## src/rtl/core/mlwh_pkg.sv

```systemverilog
`timescale 1ns / 1ps
// ----------------------------------------------------------------------------
// Multi-lane word hash package
// Shared widths, constants, types and the per-lane mixing function.
// ----------------------------------------------------------------------------
package mlwh_pkg;

	// Field widths
	localparam int WORD_W = 64;
	localparam int IDX_W  = 4;
	localparam int CFG_W  = 5;

	// Default and upper bound of the lane count
	localparam int MAX_LANES_DEF = 16;

	// Hash constants
	localparam logic [WORD_W-1:0] HASH_BASIS = 64'hCBF2_9CE4_8422_2325;
	localparam logic [WORD_W-1:0] LANE_STEP  = 64'h9E37_79B9_7F4A_7C15;
	localparam int ROT_LEFT   = 31;
	localparam int FOLD_SHIFT = 33;

	// Reset value of the lane count register
	localparam logic [CFG_W-1:0] LANE_COUNT_RST = 5'd1;

	// Input item commands
	localparam logic CMD_ABSORB = 1'b0;
	localparam logic CMD_FINISH = 1'b1;

	// Control that the sequencer hands to every lane cell.
	typedef struct packed {
		logic absorb;
		logic finish;
		logic shift;
	} cell_ctl_t;

	// One slot of the digest shift chain.
	typedef struct packed {
		logic [WORD_W-1:0] digest;
		logic [IDX_W-1:0]  idx;
	} slot_t;

	// Starting value of a lane; only evaluated on constants.
	function automatic logic [WORD_W-1:0] lane_init(input int unsigned lane);
		logic [WORD_W-1:0] prod;
		prod = WORD_W'(64'(lane) * LANE_STEP);
		return HASH_BASIS ^ prod;
	endfunction

	// One absorb step: xor, multiply by 0x100000001B3, rotate, fold.
	// The prime is 2^40 + 0x1B3, so the product is a short shift-add sum.
	function automatic logic [WORD_W-1:0] mix_word(input logic [WORD_W-1:0] h,
	                                               input logic [WORD_W-1:0] w);
		logic [WORD_W-1:0] x;
		logic [WORD_W-1:0] p;
		logic [WORD_W-1:0] r;
		x = h ^ w;
		p = (x << 40) + (x << 8) + (x << 7) + (x << 5) + (x << 4) + (x << 1) + x;
		r = (p << ROT_LEFT) | (p >> (WORD_W - ROT_LEFT));
		return r ^ (r >> FOLD_SHIFT);
	endfunction

endpackage

```

## src/rtl/core/mlwh_cell.sv

```systemverilog
`timescale 1ns / 1ps
// ----------------------------------------------------------------------------
// Multi-lane word hash lane cell
// Holds one running lane hash and one slot of the digest shift chain.
// ----------------------------------------------------------------------------
module mlwh_cell #(
	parameter int unsigned LANE = 0
) (
	input  logic                      clk,
	input  logic                      arst_n,
	input  mlwh_pkg::cell_ctl_t       ctl,
	input  logic [mlwh_pkg::WORD_W-1:0] word,
	input  mlwh_pkg::slot_t           slot_in,
	output mlwh_pkg::slot_t           slot_out
);
	import mlwh_pkg::*;

	localparam logic [WORD_W-1:0] SEED = lane_init(LANE);

	logic [WORD_W-1:0] hash_q;
	slot_t             slot_q;

	// Running hash: reseed on finish, mix in the word on absorb.
	always_ff @(posedge clk or negedge arst_n) begin
		if (!arst_n) begin
			hash_q <= SEED;
		end else if (ctl.finish) begin
			hash_q <= SEED;
		end else if (ctl.absorb) begin
			hash_q <= mix_word(hash_q, word);
		end
	end

	// Digest slot: load this lane's hash on finish, else take the neighbor's.
	always_ff @(posedge clk) begin
		if (ctl.finish) begin
			slot_q.digest <= hash_q;
			slot_q.idx    <= IDX_W'(LANE);
		end else if (ctl.shift) begin
			slot_q <= slot_in;
		end
	end

	assign slot_out = slot_q;

endmodule

```

## config.mk

```make
export PLATFORM = sky130hd
export DESIGN_NAME = mlwh_cell
export DESIGN_NICKNAME = d
export VERILOG_FILES = /design/src/rtl/core/mlwh_pkg.sv /design/src/rtl/core/mlwh_cell.sv
export SDC_FILE = /design/constraint.sdc
export NUM_CORES = 1
export LEC_CHECK = 0
export ABC_AREA = 1
export BUFFER_PORTS_ARGS = -buffer_cell sky130_fd_sc_hd__buf_4
export CORE_MARGIN = 5
export CORE_UTILIZATION = 44
export CTS_CLUSTER_DIAMETER = 80
export DETAILED_ROUTE_END_ITERATION = 8
export MAX_ROUTING_LAYER = met4
export PLACE_DENSITY = 0.61
export SYNTH_ARGS = -nofsm -noshare
export SYNTH_HDL_FRONTEND = slang
export SYNTH_SLANG_ARGS = --single-unit
```

## constraint.sdc

```tcl
create_clock -name clk -period 8.3 [get_ports clk]
set_clock_uncertainty 0.05 [all_clocks]
set_input_delay 2.075 -clock clk [delete_from_list [all_inputs] [get_ports clk]]
set_output_delay 2.075 -clock clk [all_outputs]
set_load 0.02 [all_outputs]
```

# ---- Word-level counts from Yosys, hierarchy flattened
# Cells that the tools add are included.
dict set report word_totals {
  ff_bits 132
  in_bits 137
  output_inout_bits 68
}
dict set report op_classes {
  addsub 6
  mux 4
  bitwise 3
  n_reduce_logical 2
}
# operator count
set op_table {}
lappend op_table {{$add A64 B64 Y64} 6}
lappend op_table {{$mux W68} 2}
lappend op_table {{$mux W64} 2}
lappend op_table {{$or A64 B31 Y64} 1}
lappend op_table {{$xor A64 B31 Y64} 1}
lappend op_table {{$xor A64 B64 Y64} 1}
lappend op_table {{$reduce_bool A2 Y1} 2}

# ---- Depth between registers and ports, before layout
dict set report logic_depth {
  depth_word 11
  ltp_mapped 31
}

# ---- Worst setup path before layout
# Ideal clock, no wire load.
dict set report synth_timing {
  path_kind {input port to flip-flop}
  from {input word[39] (netlist name)}
  to {register hash_q[13]}
  setup_ns 0.058
  t_arrival_ns 6.158
  required_time_ns 8.192
  setup_slack_ns 2.034
  stages 22
  n_path_buf 0
  path_cell_list {xnor2_1 -> inv_1 -> fa_1 -> fa_1 -> fa_1 -> inv_1 -> fa_1 -> inv_1 -> ha_1 -> nand2_1 -> nor2_1 -> inv_1 -> nor2_1 -> inv_1 -> nor2_1 -> inv_1 -> or2_1 -> nand3_1 -> nand2_1 -> nand3_1 -> nand2_1 -> inv_1}
}
dict set report synth_via {
  elab_chain_cells 10
}
# element line
set synth_rtl {}
lappend synth_rtl {{start, declared} mlwh_cell.sv:12} ;# input logic [mlwh_pkg::WORD_W-1:0] word,
lappend synth_rtl {{$xor A64 B64 Y64 *} mlwh_pkg.sv:56} ;# x = h ^ w;
lappend synth_rtl {{$add A64 B64 Y64 (4 in series)} mlwh_pkg.sv:57} ;# p = (x << 40) + (x << 8) + (x << 7) + (x << 5) + (x << 4) + (x << 1) + x;
lappend synth_rtl {{$add A64 B64 Y64 *} mlwh_pkg.sv:57}
lappend synth_rtl {{$or A64 B31 Y64 *} mlwh_pkg.sv:58} ;# r = (p << ROT_LEFT) | (p >> (WORD_W - ROT_LEFT));
lappend synth_rtl {{$xor A64 B31 Y64 *} mlwh_pkg.sv:59} ;# return r ^ (r >> FOLD_SHIFT);
lappend synth_rtl {{$mux W64 *} mlwh_cell.sv:29} ;# end else if (ctl.absorb) begin
lappend synth_rtl {{$mux W64 *} mlwh_cell.sv:27} ;# end else if (ctl.finish) begin
lappend synth_rtl {{end signal, assigned} mlwh_cell.sv:30} ;# hash_q <= mix_word(hash_q, word);
lappend synth_rtl {{end, declared} mlwh_cell.sv:20} ;# logic [WORD_W-1:0] hash_q;
# Mark *: on every way between the ends. The rest lies on a longest branch, timed or not. The select of a mux whose other input is x is not followed.
# A chain may end at the register's enable or synchronous reset.

# ---- Worst setup path in the final report
dict set report layout_timing {
  from {input word[19] (netlist name)}
  to {register hash_q[22]}
}
dict set report layout_via {
  elab_chain_cells 11
}
# element line
set layout_rtl {}
lappend layout_rtl {{$xor A64 B64 Y64 *} mlwh_pkg.sv:56}
lappend layout_rtl {{$add A64 B64 Y64 (5 in series)} mlwh_pkg.sv:57}
lappend layout_rtl {{$add A64 B64 Y64 *} mlwh_pkg.sv:57}
lappend layout_rtl {{$or A64 B31 Y64 *} mlwh_pkg.sv:58}
lappend layout_rtl {{$xor A64 B31 Y64 *} mlwh_pkg.sv:59}
lappend layout_rtl {{$mux W64 *} mlwh_cell.sv:29}
lappend layout_rtl {{$mux W64 *} mlwh_cell.sv:27}
# Marks and branches as above.

==> flow_summary.ini <==
[grt]
grt_antenna_before_repair = 1
grt_max_degree = 69
grt_first_pass_wirelength_microns = 113000
grt-ovfl-total = 0
grt_usage_pct = 33.8
first_global_vias = 17700

[worst_hold_path]
hp-class = reg2reg
min_from = slot_out[3]
min_to = slot_out[3]
holdPathStages = 2

[critical_path]
critPathMaxStageDelay_ns = 0.72
crit_required_ns = 8.63
end_kind = flop
critPathBufInv = 6
crit_chain = buf_4 -> xor2_1 -> buf_4 -> inv_1 -> fa_1 -> inv_1 -> fa_1 -> inv_1 -> fa_1 -> inv_1 -> ha_1 -> ha_1 -> a21oi_1 -> o21ai_0 -> a21oi_1 -> nand3_1 -> nand2_1 -> nand3b_1 -> nand3_1 -> nand2_1 -> o21ai_1
crit_path_start_kind = input port
crit_fanout = 7
path_class = in2reg
regToRegSetupSlack_ns = 2.14
slowest_stage = fa_1
r2r_start = hash_q[19]
reg2reg_depth = 20
crit_family = adder cells
r2r_end = hash_q[22]
crit_arrival_ns = 7.79
critical_path.most_common_cell = inv_1

[final_layout]
regArea_sq_um = 3640
fillCellCount = 4137
multi_input_area_sq_um = 12700
finalInstanceArea_sq_um = 21500
syn_to_final_growth_pct = 16.9
finish.net_count = 3131
drive_gt1_share_pct = 14.1

[detailed_routing]
drc = 0
vias = 17500
wirelength_microns = 76400
via_per_inst = 5.42
post_drt_wl_per_cell_microns = 23.7
drt_iter0_drc = 1533
drt_pre_antenna_iters = 6
postRouteAntennaNets = 0

[clocking]
cts_resized = 0
clkSinkCount = 132
path_clk_slew_ns = 0.07
cts_setup_buffers = 0
cts_tree = yes
clk-insertion-delay-late_ns = 0.46
htreeDepth = 4
clock_path_buffers = 2
cts_root_buf = clkbuf_16
hold_buffers = 0
numCtsBuffers = 17

[placed_design]
pre_cts_slack_ns = 0.495
gp_congestion = 1.02
dpl.hpwl_microns = 65700
dpl_cell_area_sq_um = 20900
io_buffers = 204

[floorplanning]
start_util_pct = 44.2
num_rows = 75
dieArea_sq_um = 46100
core_area_sq_um = 41700
die-height_microns = 215
pin_count = 205
die_x_microns = 215

[logic_synthesis]
yosysWarnings = 0
async_reset_ff_share_pct = 48.5
netlist_area_sq_um = 18400
synth_edf_count = 64
synth_top_cell_by_area = fa_1
ys_dominant_reg_cell = edfxtp_1
yosysMostFrequentCell = nand2_1
ys_top_cells_by_count = 546 x nand2_1, 512 x inv_1, 176 x fa_1, 147 x ha_1, 147 x nand3_1
yosysTopAreaCellShare_pct = 19.1
yosysUniqueCellTypes = 49
synth_area_leaders = fa_1 19%, nand2_1 11%, edfxtp_1 10%, inv_1 10%, ha_1 10%
syn_inst = 2431
ys_seq_area_share_pct = 19.8
ys_ff_latch = 132
syn_nets = 2891
synth.avg_cell_area_sq_um = 7.58

[sta]
maxSlewHeadroom_pct = 21.4
setup_tns_ns = 0
rsz0062_at_grt = no
min_period_over_period_pct = 89.8
period_minus_slack_ns = 7.46
setup_viol = 0
finalHoldViolations = 0
drv_slew = 0
max_clock_freq_ghz = 0.134
fin_hold_ws_ns = 0.422
tightestPinTransition_ns = 1.17
final.setup.worst_slack_ns = 0.845

[flow_run]
drv_cap = 0

[outcome]
run_status = complete, no violations
-- logic make-up (layout without fill, tap and decap cells) --
group,after synthesis,after routing,synth area share (%)
simple gates,921,921,21.2
buf+inv,554,807,11.3
compound gates,328,328,10.2
fa+ha+maj,323,323,29.1
xor+xnor,173,173,8.42
flops,132,132,19.8
other cells,0,2,0
-- stage by stage --
stage          cells  util [%]
5_1_grt         3224      51.7
3_3_place_gp    3191      50.1
3_5_place_dp    3191      50.1
4_1_cts         3223      51.7
2_1_floorplan   2431         -
6_report        3225      51.7
-- cell usage in the layout, fill, tap and decap left out, types with 5 or more instances in the layout --
master / n
nand2_1: 546
inv_1: 512
buf_4: 254
fa_1: 176
nand3_1: 147
ha_1: 147
nor2_1: 139
o21ai_0: 129
xor2_1: 125
a21oi_1: 95
edfxtp_1: 64
xnor2_1: 44
dfrtp_1: 36
o21bai_1: 35
dfstp_2: 28
a21o_1: 18
nand2_2: 17
clkbuf_16: 17
nand4_1: 14
or2_2: 12
o21ai_1: 11
nor3_1: 10
nor2_2: 9
o22ai_1: 9
a22oi_1: 9
nand3b_1: 7
clkinv_1: 6
a21oi_2: 6
nor2_4: 5
nand3_2: 5
-- per-layer routing --
metal	GRT usage [%]	up-vias	share of wire, %
met5	-	-	0
met4	6.83	0	2.1
met3	7.43	85	7.9
met2	51.9	658	45
met1	46.6	8670	45
li1	-	8064	-
-- worst max path at each step --
| stage | slack (ns) | depth (start not counted) | end | start |
|---|---|---|---|---|
| after floorplan | 2.03 | 22 | hash_q[13] | word[39] |
| after global placement | 0.41 | 20 | hash_q[22] | word[19] |
| after detailed placement | 0.49 | 20 | hash_q[22] | word[19] |
| after CTS | 0.98 | 21 | hash_q[22] | word[19] |
| after global routing | 0.56 | 22 | hash_q[23] | word[19] |
| final | 0.84 | 21 | hash_q[22] | word[19] |
-- registers in the layout, summed over array words and instances, names as in the netlist --
register	flops
hash_q	64
slot_out	68
-- cell type report --
type	instances	share of cell area [%]
antenna	2	0.0232
clock buffer	18	1.99
clock inverter	14	0.936
timing repair buffer	254	8.86
sequential	132	16.9
tap	539	3.13
multi-input combinational	1745	59.1
inverter	521	9.08
-- worst reg2reg max path, cell delays in order (launching register included) --
cell and delay (ns):
dfrtp_1 0.42, xor2_1 0.16, buf_4 0.23, inv_1 0.26
fa_1 0.72, inv_1 0.13, fa_1 0.55, inv_1 0.05
fa_1 0.48, inv_1 0.05, ha_1 0.28, ha_1 0.41
a21oi_1 0.44, o21ai_0 0.32, a21oi_1 0.54, nand3_1 0.34
nand2_1 0.22, nand3b_1 0.13, nand3_1 0.10, nand2_1 0.05
o21ai_1 0.16
Power is not shown: default switching activity piles up to over one toggle a cycle in this logic, so the estimate is an artifact.
