--- src/rtl/core/mlwh_pkg.sv ---
`timescale 1ns / 1ps
// ----------------------------------------------------------------------------
// Multi-lane word hash package
// Shared widths, constants, types and the per-lane mixing function.
// ----------------------------------------------------------------------------
package mlwh_pkg;

	// Field widths
	localparam int WORD_W = 64;
	localparam int IDX_W  = 4;
	localparam int CFG_W  = 5;

	// Default and upper bound of the lane count
	localparam int MAX_LANES_DEF = 16;

	// Hash constants
	localparam logic [WORD_W-1:0] HASH_BASIS = 64'hCBF2_9CE4_8422_2325;
	localparam logic [WORD_W-1:0] LANE_STEP  = 64'h9E37_79B9_7F4A_7C15;
	localparam int ROT_LEFT   = 31;
	localparam int FOLD_SHIFT = 33;

	// Reset value of the lane count register
	localparam logic [CFG_W-1:0] LANE_COUNT_RST = 5'd1;

	// Input item commands
	localparam logic CMD_ABSORB = 1'b0;
	localparam logic CMD_FINISH = 1'b1;

	// Control that the sequencer hands to every lane cell.
	typedef struct packed {
		logic absorb;
		logic finish;
		logic shift;
	} cell_ctl_t;

	// One slot of the digest shift chain.
	typedef struct packed {
		logic [WORD_W-1:0] digest;
		logic [IDX_W-1:0]  idx;
	} slot_t;

	// Starting value of a lane; only evaluated on constants.
	function automatic logic [WORD_W-1:0] lane_init(input int unsigned lane);
		logic [WORD_W-1:0] prod;
		prod = WORD_W'(64'(lane) * LANE_STEP);
		return HASH_BASIS ^ prod;
	endfunction

	// One absorb step: xor, multiply by 0x100000001B3, rotate, fold.
	// The prime is 2^40 + 0x1B3, so the product is a short shift-add sum.
	function automatic logic [WORD_W-1:0] mix_word(input logic [WORD_W-1:0] h,
	                                               input logic [WORD_W-1:0] w);
		logic [WORD_W-1:0] x;
		logic [WORD_W-1:0] p;
		logic [WORD_W-1:0] r;
		x = h ^ w;
		p = (x << 40) + (x << 8) + (x << 7) + (x << 5) + (x << 4) + (x << 1) + x;
		r = (p << ROT_LEFT) | (p >> (WORD_W - ROT_LEFT));
		return r ^ (r >> FOLD_SHIFT);
	endfunction

endpackage

--- src/rtl/core/mlwh_ctrl.sv ---
`timescale 1ns / 1ps
// ----------------------------------------------------------------------------
// Multi-lane word hash sequencer
// Lane count register, handshakes and the count of digest items to send.
// ----------------------------------------------------------------------------
module mlwh_ctrl #(
	parameter int unsigned MAX_LANES = mlwh_pkg::MAX_LANES_DEF
) (
	input  logic                       clk,
	input  logic                       arst_n,
	input  logic                       cfg_we,
	input  logic [mlwh_pkg::CFG_W-1:0] cfg_data,
	input  logic                       in_valid,
	input  logic                       cmd,
	output logic                       in_ready,
	output logic                       out_valid,
	input  logic                       out_ready,
	output logic                       last,
	output mlwh_pkg::cell_ctl_t        ctl
);
	import mlwh_pkg::*;

	localparam int CNT_W = $clog2(MAX_LANES + 1);
	localparam logic [CNT_W-1:0] CNT_MAX = CNT_W'(MAX_LANES);
	localparam logic [CNT_W-1:0] CNT_ONE = CNT_W'(1);

	logic [CFG_W-1:0] lane_count_q;
	logic [CNT_W-1:0] cnt_q;
	logic [CNT_W-1:0] active;
	logic             drain_ok;
	logic             in_take;
	logic             out_take;

	// Lane count register.
	always_ff @(posedge clk or negedge arst_n) begin
		if (!arst_n) begin
			lane_count_q <= LANE_COUNT_RST;
		end else if (cfg_we) begin
			lane_count_q <= cfg_data;
		end
	end

	// Active lanes: zero counts as one, anything above the lane total is clamped.
	always_comb begin
		if (lane_count_q == '0) begin
			active = CNT_ONE;
		end else if (lane_count_q > CFG_W'(MAX_LANES)) begin
			active = CNT_MAX;
		end else begin
			active = CNT_W'(lane_count_q);
		end
	end

	// Handshakes. A finish waits until the previous digest is out of the chain,
	// or its final item leaves in this same cycle.
	always_comb begin
		out_valid  = (cnt_q != '0);
		out_take   = out_valid && out_ready;
		drain_ok   = (cnt_q == '0) || ((cnt_q == CNT_ONE) && out_ready);
		in_ready   = (cmd == CMD_ABSORB) || drain_ok;
		in_take    = in_valid && in_ready;
		ctl.absorb = in_take && (cmd == CMD_ABSORB);
		ctl.finish = in_take && (cmd == CMD_FINISH);
		ctl.shift  = out_take;
		last       = (cnt_q == CNT_ONE);
	end

	// Digest items still to deliver.
	always_ff @(posedge clk or negedge arst_n) begin
		if (!arst_n) begin
			cnt_q <= '0;
		end else if (ctl.finish) begin
			cnt_q <= active;
		end else if (out_take) begin
			cnt_q <= cnt_q - CNT_ONE;
		end
	end

	// The count never exceeds the number of lanes.
	a_cnt_range: assert property (@(posedge clk) disable iff (!arst_n)
		cnt_q <= CNT_MAX)
		else $error("digest count above lane total");

	// Absorb and finish never happen together.
	a_ctl_excl: assert property (@(posedge clk) disable iff (!arst_n)
		!(ctl.absorb && ctl.finish))
		else $error("absorb and finish in one cycle");

	// A finish always leaves at least one digest item pending.
	a_finish_loads: assert property (@(posedge clk) disable iff (!arst_n)
		ctl.finish |=> (cnt_q != '0))
		else $error("finish did not load the digest count");

	// While more than one item is pending, each delivery drops the count by one.
	a_cnt_step: assert property (@(posedge clk) disable iff (!arst_n)
		(out_take && (cnt_q > CNT_ONE)) |=> (cnt_q == $past(cnt_q) - CNT_ONE))
		else $error("digest count did not step down");

endmodule

--- config.mk ---
export PLATFORM = sky130hd
export DESIGN_NAME = mlwh_ctrl
export DESIGN_NICKNAME = d
export VERILOG_FILES = /design/src/rtl/core/mlwh_pkg.sv /design/src/rtl/core/mlwh_ctrl.sv
export SDC_FILE = /design/constraint.sdc
export NUM_CORES = 1
export LEC_CHECK = 0
export BUFFER_PORTS_ARGS = -buffer_cell sky130_fd_sc_hd__clkbuf_2
export CORE_MARGIN = 1.5
export CORE_UTILIZATION = 45
export DETAILED_ROUTE_END_ITERATION = 12
export GPL_ROUTABILITY_DRIVEN = 0
export GPL_TIMING_DRIVEN = 0
export PLACE_DENSITY_LB_ADDON = 0.08
export RECOVER_POWER = 100
export REMOVE_ABC_BUFFERS = 1
export SLEW_MARGIN = 20
export SYNTH_ARGS = -nofsm -noshare
export SYNTH_HDL_FRONTEND = slang
export SYNTH_SLANG_ARGS = --single-unit
--- constraint.sdc ---
create_clock -name clk -period 2.1 [get_ports clk]
set_input_delay 0.315 -clock clk [delete_from_list [all_inputs] [get_ports clk]]
set_output_delay 0.315 -clock clk [all_outputs]
set_load 0.1 [all_outputs]
## Word-level counts from Yosys, hierarchy flattened

Index checks and enable logic that the tools add are counted.
Widths: inputs -> output; s select.

- Input bits: 11
- Word-level logic and storage cells: 21
- Output and inout bits: 6
- Register bits: 10

- Eq/ne operators: 1
- Multiplexer cells: 4
- $lt $le $gt $ge: 1
- Reductions and logical operators: 11
- $add $sub $neg: 1
- Bitwise operators: 1

Operator list:

| kind | number |
|---|---|
| $mux 5 | 4 |
| $logic_not 5->1 | 2 |
| $eq 5x1->1 const B | 1 |
| $gt 5x5->1 const B | 1 |
| $logic_and 1x1->1 | 5 |
| $reduce_bool 5->1 | 1 |
| $sub 5x1->5 const B | 1 |
| $logic_or 1x1->1 | 2 |
| $reduce_bool 2->1 | 1 |
| $not 1->1 | 1 |

## Logic depth before layout (Yosys ltp)

Gate-level depths: netlist (run 1).

- Depth in word-level cells: 7
- Mapped depth: 6
- Mapped depth without buffers: 6

## Least setup slack after synthesis (run 1)

OpenSTA, ideal clock, no wires.

- Path kind: register to output
- From: register cnt_q[0]
- To: output in_ready
- Arrival: 3,775 ps
- Slack: -1,990 ps
- Cell stages (with the launch flop): 5
- Buffers on the path: 0
- Cell sequence: dfrtp_1 > inv_1 > ha_1 > a21oi_1 > o41ai_1

- Cells in the longest elaborated chain, start to end: 4
- Elaborated cells on any way between the ends: 5
- Those cells by class: eq/ne (1); reduce/logical (4)

RTL lines:

| what | RTL line | source |
|---|---|---|
| from (decl) | mlwh_ctrl.sv:28 | `logic [CNT_W-1:0] cnt_q;` |
| from (signal assigned) | mlwh_ctrl.sv:73 | `cnt_q <= active;` |
| from (signal assigned) | mlwh_ctrl.sv:75 | `cnt_q <= cnt_q - CNT_ONE;` |
| $eq 5x1->1 | mlwh_ctrl.sv:59 | `drain_ok = (cnt_q == '0) \|\| ((cnt_q == CNT_ONE) && out_ready);` |
| $logic_and 1x1->1 | mlwh_ctrl.sv:59 |  |
| $logic_or 1x1->1 (*) | mlwh_ctrl.sv:59 |  |
| $logic_or 1x1->1 (*) | mlwh_ctrl.sv:60 | `in_ready = (cmd == CMD_ABSORB) \|\| drain_ok;` |
| to (decl) | mlwh_ctrl.sv:15 | `output logic in_ready,` |

Every way passes the cells marked *; elsewhere a longest branch is shown, timed or not.

## Worst setup path after layout (run 1)

- From: register cnt_q[1]
- To: output in_ready

The elaborated chain is that of the path after synthesis.

==> impl_summary.txt, run 1 <==
----------------------------------------------------
[Power and ir drop]
  Power density over the cells ... 1287 mW/mm2
  Static Leakage ... 0.3867 nW
  Total power draw ... approximately 0.0010 W
  Maximum VDD drop ... 0.5617 mV

[Drt]
  Routed Wire Length ... around 1.1 mm
  Via total after detailed routing ... 488
  Via density per instance ... 5.191
  Post-DR wirelength/cell ... 11.19 um
  First drt pass iteration count ... 2
  Number of design-rule violations left by the first detailed-router iteration ... 11
  Post-DRT Antenna Nets ... 0
  Number of DRC violations after detailed routing ... 0

[Final layout]
  Ant diodes ... 0
  Total of fill cells in the finished design ... 95
  Total non-filler cell area in the finished layout ... 803.3 um2
  Number of nets in the layout ... between 90 and 100
  Utilization after layout ... 69.48%
  Layout Area Growth over Synthesis ... 36.89%
  Share of final-layout standard cells stronger than drive strength 1 ... roughly 43%

[Timing]
  Total of endpoints with negative setup slack in the final report ... 0
  Worst-case clock skew ... 0.003314 ns
  Final Worst Setup Slack ... around 0.057 ns
  Final critical-path share of the clock period ... between 90% and 100%
  Hold Worst Slack ... 0.2832 ns
  Final-report max-slew violation count ... 0
  Worst Tran Pin Value ... 1.156 ns
  Relative max-transition margin ... 23.28%
  Final worst path period need ... 2.043 ns
  Number of hold-slack violations in the final timing report ... 0
  Fmax ... 489.4 MHz

[Worst setup path]
  Data required time at the worst endpoint ... 1.78 ns
  Setup CP Type ... flop to output pin
  Crit path max-delay family ... buffers and inverters
  Worst path slowest cell ... sky130_fd_sc_hd__buf_2
  FF-to-FF Start ... cnt_q[1]
  Combined buffer and inverter count along the critical path ... 2
  Register-to-Register Path Depth ... 7
  Endpoint of the lowest-slack register-to-register path ... cnt_q[1]
  Type of element launching the critical path ... flop
  Signal arrival time at the worst endpoint ... 1.73 ns
  Critical Path End Type ... output pin
  Peak per-stage delay on the critical path ... 0.48 ns
  CP max FO ... 4
  Crit-path cells ... inv_2 > ha_1 > a21oi_1 > o41ai_1 > buf_2
  Critical path launch point ... cnt_q[1]
  R2R Setup Slk ... 0.41 ns

[Place]
  Port Buffers ... 16
  Post-place instance area ... 676.9 um2
  DP HPWL ... roughly 760 um
  Worst setup slack before clock tree synthesis ... 0.03254 ns

[CTS]
  Maximum count of clock buffers along a single path ... 2
  Clock tree from TritonCTS ... built
  Number of buffers added by the clock tree synthesis step ... 3
  CTS Root Cell ... sky130_fd_sc_hd__clkbuf_4
  CTS H-Tree Depth ... 1
  Clock-pin slew on the worst setup and hold paths ... 0.07 ns
  Clock latency at the later pin of the worst-skew pair ... 0.26 ns
  Sink Count ... 10

[Synthesis]
  Fraction of the yosys area taken by sequential cells ... 42.86%
  Number of register bits inferred by synthesis ... 10
  Netlist area before placement ... between 500 and 600 um2
  Yosys warnings ... 0
  Largest area contributor in the synthesized netlist ... sky130_fd_sc_hd__dfrtp_1
  Largest cells by area after synthesis ... sky130_fd_sc_hd__dfrtp_1, sky130_fd_sc_hd__mux2_2, sky130_fd_sc_hd__ha_1
  Syn_area_per_cell ... 10.48 um2
  Cell count after synthesis ... between 50 and 60
  Portion of synthesized cell area occupied by the leading cell type ... 38.38%
  Number of distinct standard cells referenced by the synthesized netlist ... 25

[Floorplan]
  Count of standard-cell rows ... 12
  DIE HEIGHT ... 39.11 um
  I/O pin total ... 17
  Core area ... 0.001156 mm2
  Starting Density ... about 51%
  Die span in x ... around 40 um
  Total Die Area ... 0.001530 mm2

[Status]
  Run status ... finished clean

[GRT]
  Number of antenna violations at the first check in global routing ... 0
  Wire length of the first global-routing pass ... 1.863 mm
  Global route overflow ... 0
  Pin count of the biggest net entering global routing ... 11
  Number of global-route vias before repair ... 469
  GRT Resource Usage Total ... between 10% and 20%

[Hold path]
  Cells on Worst Hold Path ... 2
  Source of the worst hold timing path ... cfg_data[2]
  Worst hold path type ... input pin to flop
  Hold Crit Endpoint ... lane_count_q[2]

[Job]
  Max capacitance violation total ... 0

----------------------------------------------------
-- layout by cell type, fill, tap and decap left out --
cell	synthesis	routed
sky130_fd_sc_hd__a211oi_1	1	1
sky130_fd_sc_hd__a21o_1	1	1
sky130_fd_sc_hd__a21oi_1	7	7
sky130_fd_sc_hd__buf_2	0	1
sky130_fd_sc_hd__buf_4	1	4
sky130_fd_sc_hd__clkbuf_1	0	2
sky130_fd_sc_hd__clkbuf_16	0	1
sky130_fd_sc_hd__clkbuf_2	0	10
sky130_fd_sc_hd__clkbuf_4	0	4
sky130_fd_sc_hd__clkbuf_8	0	2
sky130_fd_sc_hd__dfrtp_1	9	9
sky130_fd_sc_hd__dfstp_2	1	1
sky130_fd_sc_hd__dlygate4sd3_1	0	1
sky130_fd_sc_hd__ha_1	3	2
sky130_fd_sc_hd__ha_4	0	1
sky130_fd_sc_hd__inv_1	5	3
sky130_fd_sc_hd__inv_2	0	2
sky130_fd_sc_hd__mux2_2	5	5
sky130_fd_sc_hd__mux2i_1	2	2
sky130_fd_sc_hd__nand2_1	1	1
sky130_fd_sc_hd__nand2_4	1	1
sky130_fd_sc_hd__nand3_1	1	1
sky130_fd_sc_hd__nand4b_4	0	1
sky130_fd_sc_hd__nor2_1	4	4
sky130_fd_sc_hd__nor2b_1	2	2
sky130_fd_sc_hd__nor3_1	3	3
sky130_fd_sc_hd__nor3b_1	1	1
sky130_fd_sc_hd__nor4b_1	1	1
sky130_fd_sc_hd__o21ai_1	1	1
sky130_fd_sc_hd__o41ai_1	1	1
sky130_fd_sc_hd__or3_1	1	1
sky130_fd_sc_hd__or4b_4	1	1
sky130_fd_sc_hd__xnor2_1	1	1
sky130_fd_sc_hd__xor2_1	1	1
-- registers in the layout, summed over array words and instances, names as in the netlist --
| name | cells |
|---|---|
| cnt_q | 5 |
| lane_count_q | 5 |
-- cells in the mapped netlist --
cell type                  instances
sky130_fd_sc_hd__mux2i_1           2
sky130_fd_sc_hd__a21o_1            1
sky130_fd_sc_hd__dfstp_2           1
sky130_fd_sc_hd__or4b_4            1
sky130_fd_sc_hd__nand2_1           1
sky130_fd_sc_hd__a211oi_1          1
sky130_fd_sc_hd__xor2_1            1
sky130_fd_sc_hd__mux2_2            5
sky130_fd_sc_hd__nor2_1            4
sky130_fd_sc_hd__a21oi_1           7
sky130_fd_sc_hd__buf_4             1
sky130_fd_sc_hd__nor2b_1           2
sky130_fd_sc_hd__nor4b_1           1
sky130_fd_sc_hd__o21ai_1           1
sky130_fd_sc_hd__inv_1             5
sky130_fd_sc_hd__nand4b_2          1
sky130_fd_sc_hd__o41ai_1           1
sky130_fd_sc_hd__nor3b_1           1
sky130_fd_sc_hd__nor3_1            3
sky130_fd_sc_hd__nand2_4           1
sky130_fd_sc_hd__nand3_1           1
sky130_fd_sc_hd__ha_1              3
sky130_fd_sc_hd__or3_1             1
sky130_fd_sc_hd__dfrtp_1           9
sky130_fd_sc_hd__xnor2_1           1
-- area by class of cell --
class / count / area [um2] / share of cell area (%)
inverter: 5 / 18.77 / 2.336
clock buffer: 4 / 36.28 / 4.517
sequential: 10 / 251.5 / 31.31
timing repair buffer: 21 / 148.9 / 18.54
tap: 14 / 17.52 / 2.181
multi-input combinational: 40 / 330.3 / 41.12
-- layer usage --
layer  up-vias  GRT usage (%)  share of wire, %  routed length [um]
met1       226          20.30                43                 454
met4         0          7.759                 0                   0
met5         -              0                 0                   0
met3         0          1.734               5.5                  58
li1        246              -                 -                   -
met2        16          33.33                51                 538
-- worst max path at each step --
| stage | to | slack, ns | cells after the start |
|---|---|---|---|
| after global placement | ctl[1] | 0.05 | 6 |
| after detailed placement | ctl[1] | 0.03 | 6 |
| after floorplan | in_ready | -1.99 | 4 |
| final | in_ready | 0.06 | 5 |
| after CTS | in_ready | 0.005 | 5 |
| after global routing | ctl[0] | -0.0001 | 6 |
-- stage by stage --
| step | instances | setup TNS, ns |
|---|---|---|
| floorplan | 55 | -3.974 |
| global placement | 85 | 0 |
| detailed placement | 85 | 0 |
| CTS | 91 | 0 |
| global route | 94 | -0.00009881 |
| finish | 94 | 0 |
-- power by group --
part	internal, W	switching (W)
clock	0.000105	0.0000641
combinational	0.000227	0.000305
sequential	0.000255	0.0000766
-- cell families after synthesis --
logic type / synth area share [%]
AO/OA/AOI/OAI: 10.87
XOR/XNOR: 2.986
adder cells (fa/ha/maj): 6.397
buffers and inverters: 4.478
flip-flops: 42.86
multiplexers: 13.01
AND/OR/NAND/NOR: 19.40
-- worst reg2reg max path: stages (launching register included) --
cell and delay [ns]:
sky130_fd_sc_hd__dfrtp_1 0.40, sky130_fd_sc_hd__inv_2 0.10, sky130_fd_sc_hd__ha_4 0.15, sky130_fd_sc_hd__or4b_4 0.49, sky130_fd_sc_hd__nand2_4 0.08, sky130_fd_sc_hd__buf_4 0.11, sky130_fd_sc_hd__mux2i_1 0.18, sky130_fd_sc_hd__a21o_1 0.13
-- what timing repair did --
| action | in CTS | in global routing |
|---|---|---|
| setup buffers | 1 | 3 |
| endpoints found under the setup margin | 4 | 2 |
| resized for setup | 11 | 1 |
| pin swaps | 0 | 1 |
| hold endpoints to repair | 9 | 0 |
| hold buffers | 1 | 0 |
Note: power is estimated with default switching activity, not from simulation.
==> run 2, diff against run 1 <==
GPL_TIMING_DRIVEN = not set   (was 0)
==> run 2 against run 1 <==
Net effect:
- critical path depth up 1
- combinational power fell by 3%
- worst setup slack better by 0.020 ns
- critical endpoint is now ctl[0]
- wire length up 1.8%
- sequential cell count is the same
- sequential power up 2%
- core utilization down 0.65 points
==> impl_summary.txt, run 2 (synthesis gave the netlist of run 1 again) <==
----------------------------------------------------
[Drt]
  Routed Wire Length ... 1.071 mm
  Number of DRC violations after detailed routing ... 0
  Post-DRT Antenna Nets ... 0
  First drt pass iteration count ... 4
  Post-DR wirelength/cell ... 11.52 um
  Number of design-rule violations left by the first detailed-router iteration ... 9
  Via density per instance ... 5.011
  Via total after detailed routing ... 466

[Worst setup path]
  R2R Setup Slk ... 0.36 ns
  Type of element launching the critical path ... flop
  Critical Path End Type ... output pin
  CP max FO ... 4
  Signal arrival time at the worst endpoint ... 1.71 ns
  Data required time at the worst endpoint ... 1.78 ns
  FF-to-FF Start ... cnt_q[1]
  Endpoint of the lowest-slack register-to-register path ... cnt_q[1]
  Setup CP Type ... flop to output pin
  Register-to-Register Path Depth ... 7

[Final layout]
  Share of final-layout standard cells stronger than drive strength 1 ... 40.51%
  Most frequent cells in the layout ... sky130_fd_sc_hd__clkbuf_2, sky130_fd_sc_hd__dfrtp_1, sky130_fd_sc_hd__a21oi_1, sky130_fd_sc_hd__mux2_2
  Layout Area Growth over Synthesis ... 35.61%
  Flip-flop and latch area ... roughly 250 um2
  Total of fill cells in the finished design ... 91
  Ant diodes ... 0
  Area of the multi-input gates ... 322.8 um2
  Most common cell after layout, fill and taps aside ... sky130_fd_sc_hd__clkbuf_2
  Total non-filler cell area in the finished layout ... 795.8 um2
  Largest registers ... cnt_q x5, lane_count_q x5
  Number of nets in the layout ... 94

[Timing]
  Final-report max-slew violation count ... 0
  Fmax ... 494.3 MHz
  Unrepaired setup endpoints after global routing ... false
  Worst-case clock skew ... between 0.003 and 0.004 ns
  Final worst path period need ... 2.023 ns
  Number of hold-slack violations in the final timing report ... 0
  Final critical-path share of the clock period ... 96.34%
  Relative max-transition margin ... 23.21%
  Total of endpoints with negative setup slack in the final report ... 0
  Worst Tran Pin Value ... 1.157 ns

[GRT]
  Global route overflow ... 0
  GRT Resource Usage Total ... 17.11%
  Number of global-route vias before repair ... 430
  Number of antenna violations at the first check in global routing ... 0
  Pin count of the biggest net entering global routing ... 11
  Wire length of the first global-routing pass ... 1.731 mm

[Floorplan]
  Core area ... approximately 0.0012 mm2
  Count of standard-cell rows ... 12
  DIE HEIGHT ... 39.11 um
  I/O pin total ... 17
  Starting Density ... 50.76%
  Die span in x ... 39.11 um
  Total Die Area ... roughly 0.0015 mm2

[Power and ir drop]
  Total power draw ... around 0.0010 W
  Static Leakage ... approximately 0.37 nW
  Power density over the cells ... 1286 mW/mm2
  Maximum VDD drop ... approximately 0.64 mV

[CTS]
  Number of buffers added by the clock tree synthesis step ... 3
  CTS Root Cell ... sky130_fd_sc_hd__clkbuf_4
  Sink Count ... 10
  Clock latency at the later pin of the worst-skew pair ... 0.26 ns
  CTS H-Tree Depth ... 1
  Maximum count of clock buffers along a single path ... 2
  Clock-pin slew on the worst setup and hold paths ... 0.07 ns
  Clock tree from TritonCTS ... built

[Place]
  Post-place instance area ... 729.5 um2
  DP HPWL ... 811.7 um
  Port Buffers ... 16

[Hold path]
  Hold Crit Endpoint ... lane_count_q[1]
  Source of the worst hold timing path ... cfg_data[1]
  Cells on Worst Hold Path ... 2
  Worst hold path type ... input pin to flop

[Job]
  Max capacitance violation total ... 0

[Status]
  Run status ... finished clean

----------------------------------------------------
run 2: layer usage:
metal / vias up / global-route usage [%] / routed length, um
li1: 244 / - / -
met1: 204 / 19.64 / 479
met2: 16 / 30.00 / 524
met3: 2 / 3.468 / 59
met4: 0 / 7.759 / 7
met5: - / 0 / 0
run 2: final cells by class:
class,instances,share of cell area [%]
repair buffers,20,18.71
clock buffers,4,4.560
flip-flops and latches,10,31.60
multi-input cells,40,40.57
inverters,5,2.358
well taps,14,2.201
run 2: how the worst max path moves through the flow:
stage	startpoint	to	cells past startpoint
floorplan	cnt_q[0]	in_ready	4
global placement	cnt_q[0]	out_valid	4
detailed placement	cnt_q[0]	out_valid	4
CTS	cnt_q[1]	ctl[0]	6
global route	cnt_q[0]	ctl[0]	6
finish	cnt_q[0]	ctl[0]	6
run 2: where the power goes:
group | internal [W] | switching, W | leakage [nW]
Sequential | 0.000255 | 0.0000838 | 0.117
Combinational | 0.000217 | 0.000299 | 0.231
Clock | 0.000105 | 0.0000639 | 0.0210
run 2: per-stage QoR:
step	hold slack, ns	utilization (%)	worst slack (ns)	cells	setup TNS [ns]
5_1_grt	0.2797	68.83	0.005676	93	0
3_3_place_gp	0.1903	63.10	0.2082	86	0
3_5_place_dp	0.1927	63.10	0.1762	86	0
2_1_floorplan	0.01941	-	-1.990	55	-3.974
4_1_cts	0.2810	69.05	0.00006439	91	0
6_report	0.2850	68.83	0.07691	93	0
run 2: what timing repair did:
| item | 4_1_cts | 5_1_grt |
|---|---|---|
| hold buffers | 1 | 0 |
| pin swaps | 0 | 1 |
| buffers inserted | 0 | 2 |
| setup endpoints to repair | 2 | 4 |
| gates resized for setup | 5 | 1 |
| endpoints found under the hold margin | 9 | 0 |
run 2: critical path, cell delays in order, from the launching register on:
cell	delay, ns
sky130_fd_sc_hd__dfrtp_1	0.40
sky130_fd_sc_hd__inv_2	0.09
sky130_fd_sc_hd__ha_4	0.15
sky130_fd_sc_hd__or4b_4	0.49
sky130_fd_sc_hd__nand2_4	0.09
sky130_fd_sc_hd__inv_1	0.06
sky130_fd_sc_hd__buf_12	0.16
==> run 3, diff against run 2 <==
CTS_BUF_LIST = sky130_fd_sc_hd__clkbuf_8   (was not set)
MAX_ROUTING_LAYER = met4   (was not set)
clock period = 2.25 ns   (was 2.1 ns; I/O delays follow)
==> run 3 against run 2 <==
Net effect:
- sequential share of layout area grew 2.2 points
- clock power grew 29%
- cell count shrank 2.2%
- worst setup slack gained 0.014 ns
- core utilization shrank 4.4 points
==> impl_summary.txt, run 3 (synthesis gave the netlist of run 1 again) <==
----------------------------------------------------
[Final layout]
  Total non-filler cell area in the finished layout ... 744.5 um2
  Number of nets in the layout ... 92
  Share of final-layout standard cells stronger than drive strength 1 ... about a third
  Most common cell after layout, fill and taps aside ... sky130_fd_sc_hd__clkbuf_2
  Most frequent cells in the layout ... sky130_fd_sc_hd__clkbuf_2, sky130_fd_sc_hd__dfrtp_1, sky130_fd_sc_hd__a21oi_1, sky130_fd_sc_hd__inv_1, sky130_fd_sc_hd__mux2_2
  Layout Area Growth over Synthesis ... 26.87%
  Utilization after layout ... 64.39%
  Largest registers ... cnt_q x5, lane_count_q x5
  Ant diodes ... 0

[Floorplan]
  Die span in x ... 39.11 um
  Starting Density ... 50.76%
  Count of standard-cell rows ... 12
  Total Die Area ... approximately 0.0015 mm2
  I/O pin total ... 17
  DIE HEIGHT ... 39.11 um
  Core area ... 0.001156 mm2

[GRT]
  Number of antenna violations at the first check in global routing ... 0
  GRT Resource Usage Total ... 18.80%
  Wire length of the first global-routing pass ... 1.842 mm
  Number of global-route vias before repair ... 484
  Global route overflow ... 0
  Pin count of the biggest net entering global routing ... 11

[Power and ir drop]
  Power density over the cells ... 1260 mW/mm2
  Total power draw ... between 0.0009 and 0.001 W
  Static Leakage ... 0.3492 nW
  Maximum VDD drop ... between 0.5 and 0.6 mV

[Drt]
  Routed Wire Length ... between 1 and 1.5 mm
  Number of DRC violations after detailed routing ... 0
  Via density per instance ... 5.165
  Post-DR wirelength/cell ... 11.85 um
  Number of design-rule violations left by the first detailed-router iteration ... 2
  Post-DRT Antenna Nets ... 0
  First drt pass iteration count ... 2
  Via total after detailed routing ... 470

[Worst setup path]
  FF-to-FF Start ... cnt_q[0]
  Signal arrival time at the worst endpoint ... 1.82 ns
  R2R Setup Slk ... between 0.5 and 0.6 ns
  Data required time at the worst endpoint ... approximately 1.9 ns
  Peak per-stage delay on the critical path ... 0.50 ns
  Type of element launching the critical path ... flop
  Register-to-Register Path Depth ... 6
  Cell seen most often among critical-path stages ... sky130_fd_sc_hd__inv_1
  CP max FO ... 4
  Setup CP Type ... flop to output pin
  Endpoint of the lowest-slack register-to-register path ... cnt_q[3]
  Worst path slowest cell ... sky130_fd_sc_hd__or4b_4
  Critical Path End Type ... output pin
  Crit-path cells ... inv_1 > ha_2 > or4b_4 > nand2_4 > inv_1 > buf_4

[Place]
  Port Buffers ... 16
  DP HPWL ... 823.1 um
  Post-place instance area ... 701.9 um2

[CTS]
  Setup Fix Bufs, Post-CTS ... 0
  CTS H-Tree Depth ... 1
  Clock latency at the later pin of the worst-skew pair ... 0.23 ns
  Clock tree from TritonCTS ... built
  Clock-pin slew on the worst setup and hold paths ... 0.05 ns
  CTS Root Cell ... sky130_fd_sc_hd__clkbuf_8
  Number of buffers added by the clock tree synthesis step ... 3
  Sink Count ... 10
  Maximum count of clock buffers along a single path ... 2

[Status]
  Run status ... finished clean

[Timing]
  Fmax ... 463.1 MHz
  Final critical-path share of the clock period ... 95.97%
  Unrepaired setup endpoints after global routing ... false
  Number of hold-slack violations in the final timing report ... 0
  Worst Tran Pin Value ... approximately 1.2 ns
  Final-report max-slew violation count ... 0
  Relative max-transition margin ... 23.28%
  Final worst path period need ... 2.159 ns
  Worst-case clock skew ... 0.003737 ns
  Total of endpoints with negative setup slack in the final report ... 0
  Hold Worst Slack ... ~0.34 ns

[Job]
  Max capacitance violation total ... 0

[Hold path]
  Cells on Worst Hold Path ... 2
  Worst hold path type ... input pin to flop
  Hold Crit Endpoint ... lane_count_q[1]
  Source of the worst hold timing path ... cfg_data[1]

----------------------------------------------------
-- run 3: through the flow --
stage | instances | setup slack (ns) | setup TNS (ns)
floorplan | 55 | -1.862 | -3.649
global placement | 86 | 0.2277 | 0
detailed placement | 86 | 0.1932 | 0
CTS | 91 | 0.02746 | 0
global route | 91 | 0.01666 | 0
finish | 91 | 0.09077 | 0
-- run 3: worst max path at each step --
stage             start  slack (ns)       end
6_report       cnt_q[0]        0.09    ctl[0]
5_1_grt        cnt_q[1]        0.02    ctl[0]
4_1_cts        cnt_q[0]        0.03    ctl[0]
3_5_place_dp   cnt_q[0]        0.19    ctl[0]
3_3_place_gp   cnt_q[0]        0.23    ctl[0]
2_1_floorplan  cnt_q[0]       -1.86  in_ready
-- run 3: critical path, delay by kind of cell, from the launching register on --
family                   cells  cell delay (ns)
AND/OR/NAND/NOR              2             0.60
adder cells (fa/ha/maj)      1             0.22
buffers and inverters        3             0.38
flip-flops                   1             0.39
-- run 3: area by class of cell --
cell class | instances | area [um2]
clock buffer | 4 | 55.05
fill | 97 | 411.6
inverter | 5 | 18.77
multi-input combinational | 40 | 305.3
sequential | 10 | 251.5
tap | 14 | 17.52
timing repair buffer | 18 | 96.34
-- run 3: layer usage --
metal | GRT usage [%] | up-vias | part of all wire (%)
li1 | - | 241 | -
met1 | 19.34 | 207 | 44
met2 | 33.33 | 19 | 48
met3 | 3.468 | 3 | 5.8
met4 | 10.34 | 0 | 2.2
met5 | - | - | 0
-- run 3: report_power, final --
part / switching [W] / leakage (nW) / internal [W]
clock: 0.0000644 / 0.0288 / 0.000153
combinational: 0.000262 / 0.204 / 0.000147
sequential: 0.0000730 / 0.117 / 0.000239
-- run 3: timing repair --
item	in CTS	in global routing
pin swaps	0	0
resized for setup	1	3
hold buffers	1	0
hold endpoints to repair	9	0
cloned	0	0
setup endpoints to repair	1	2
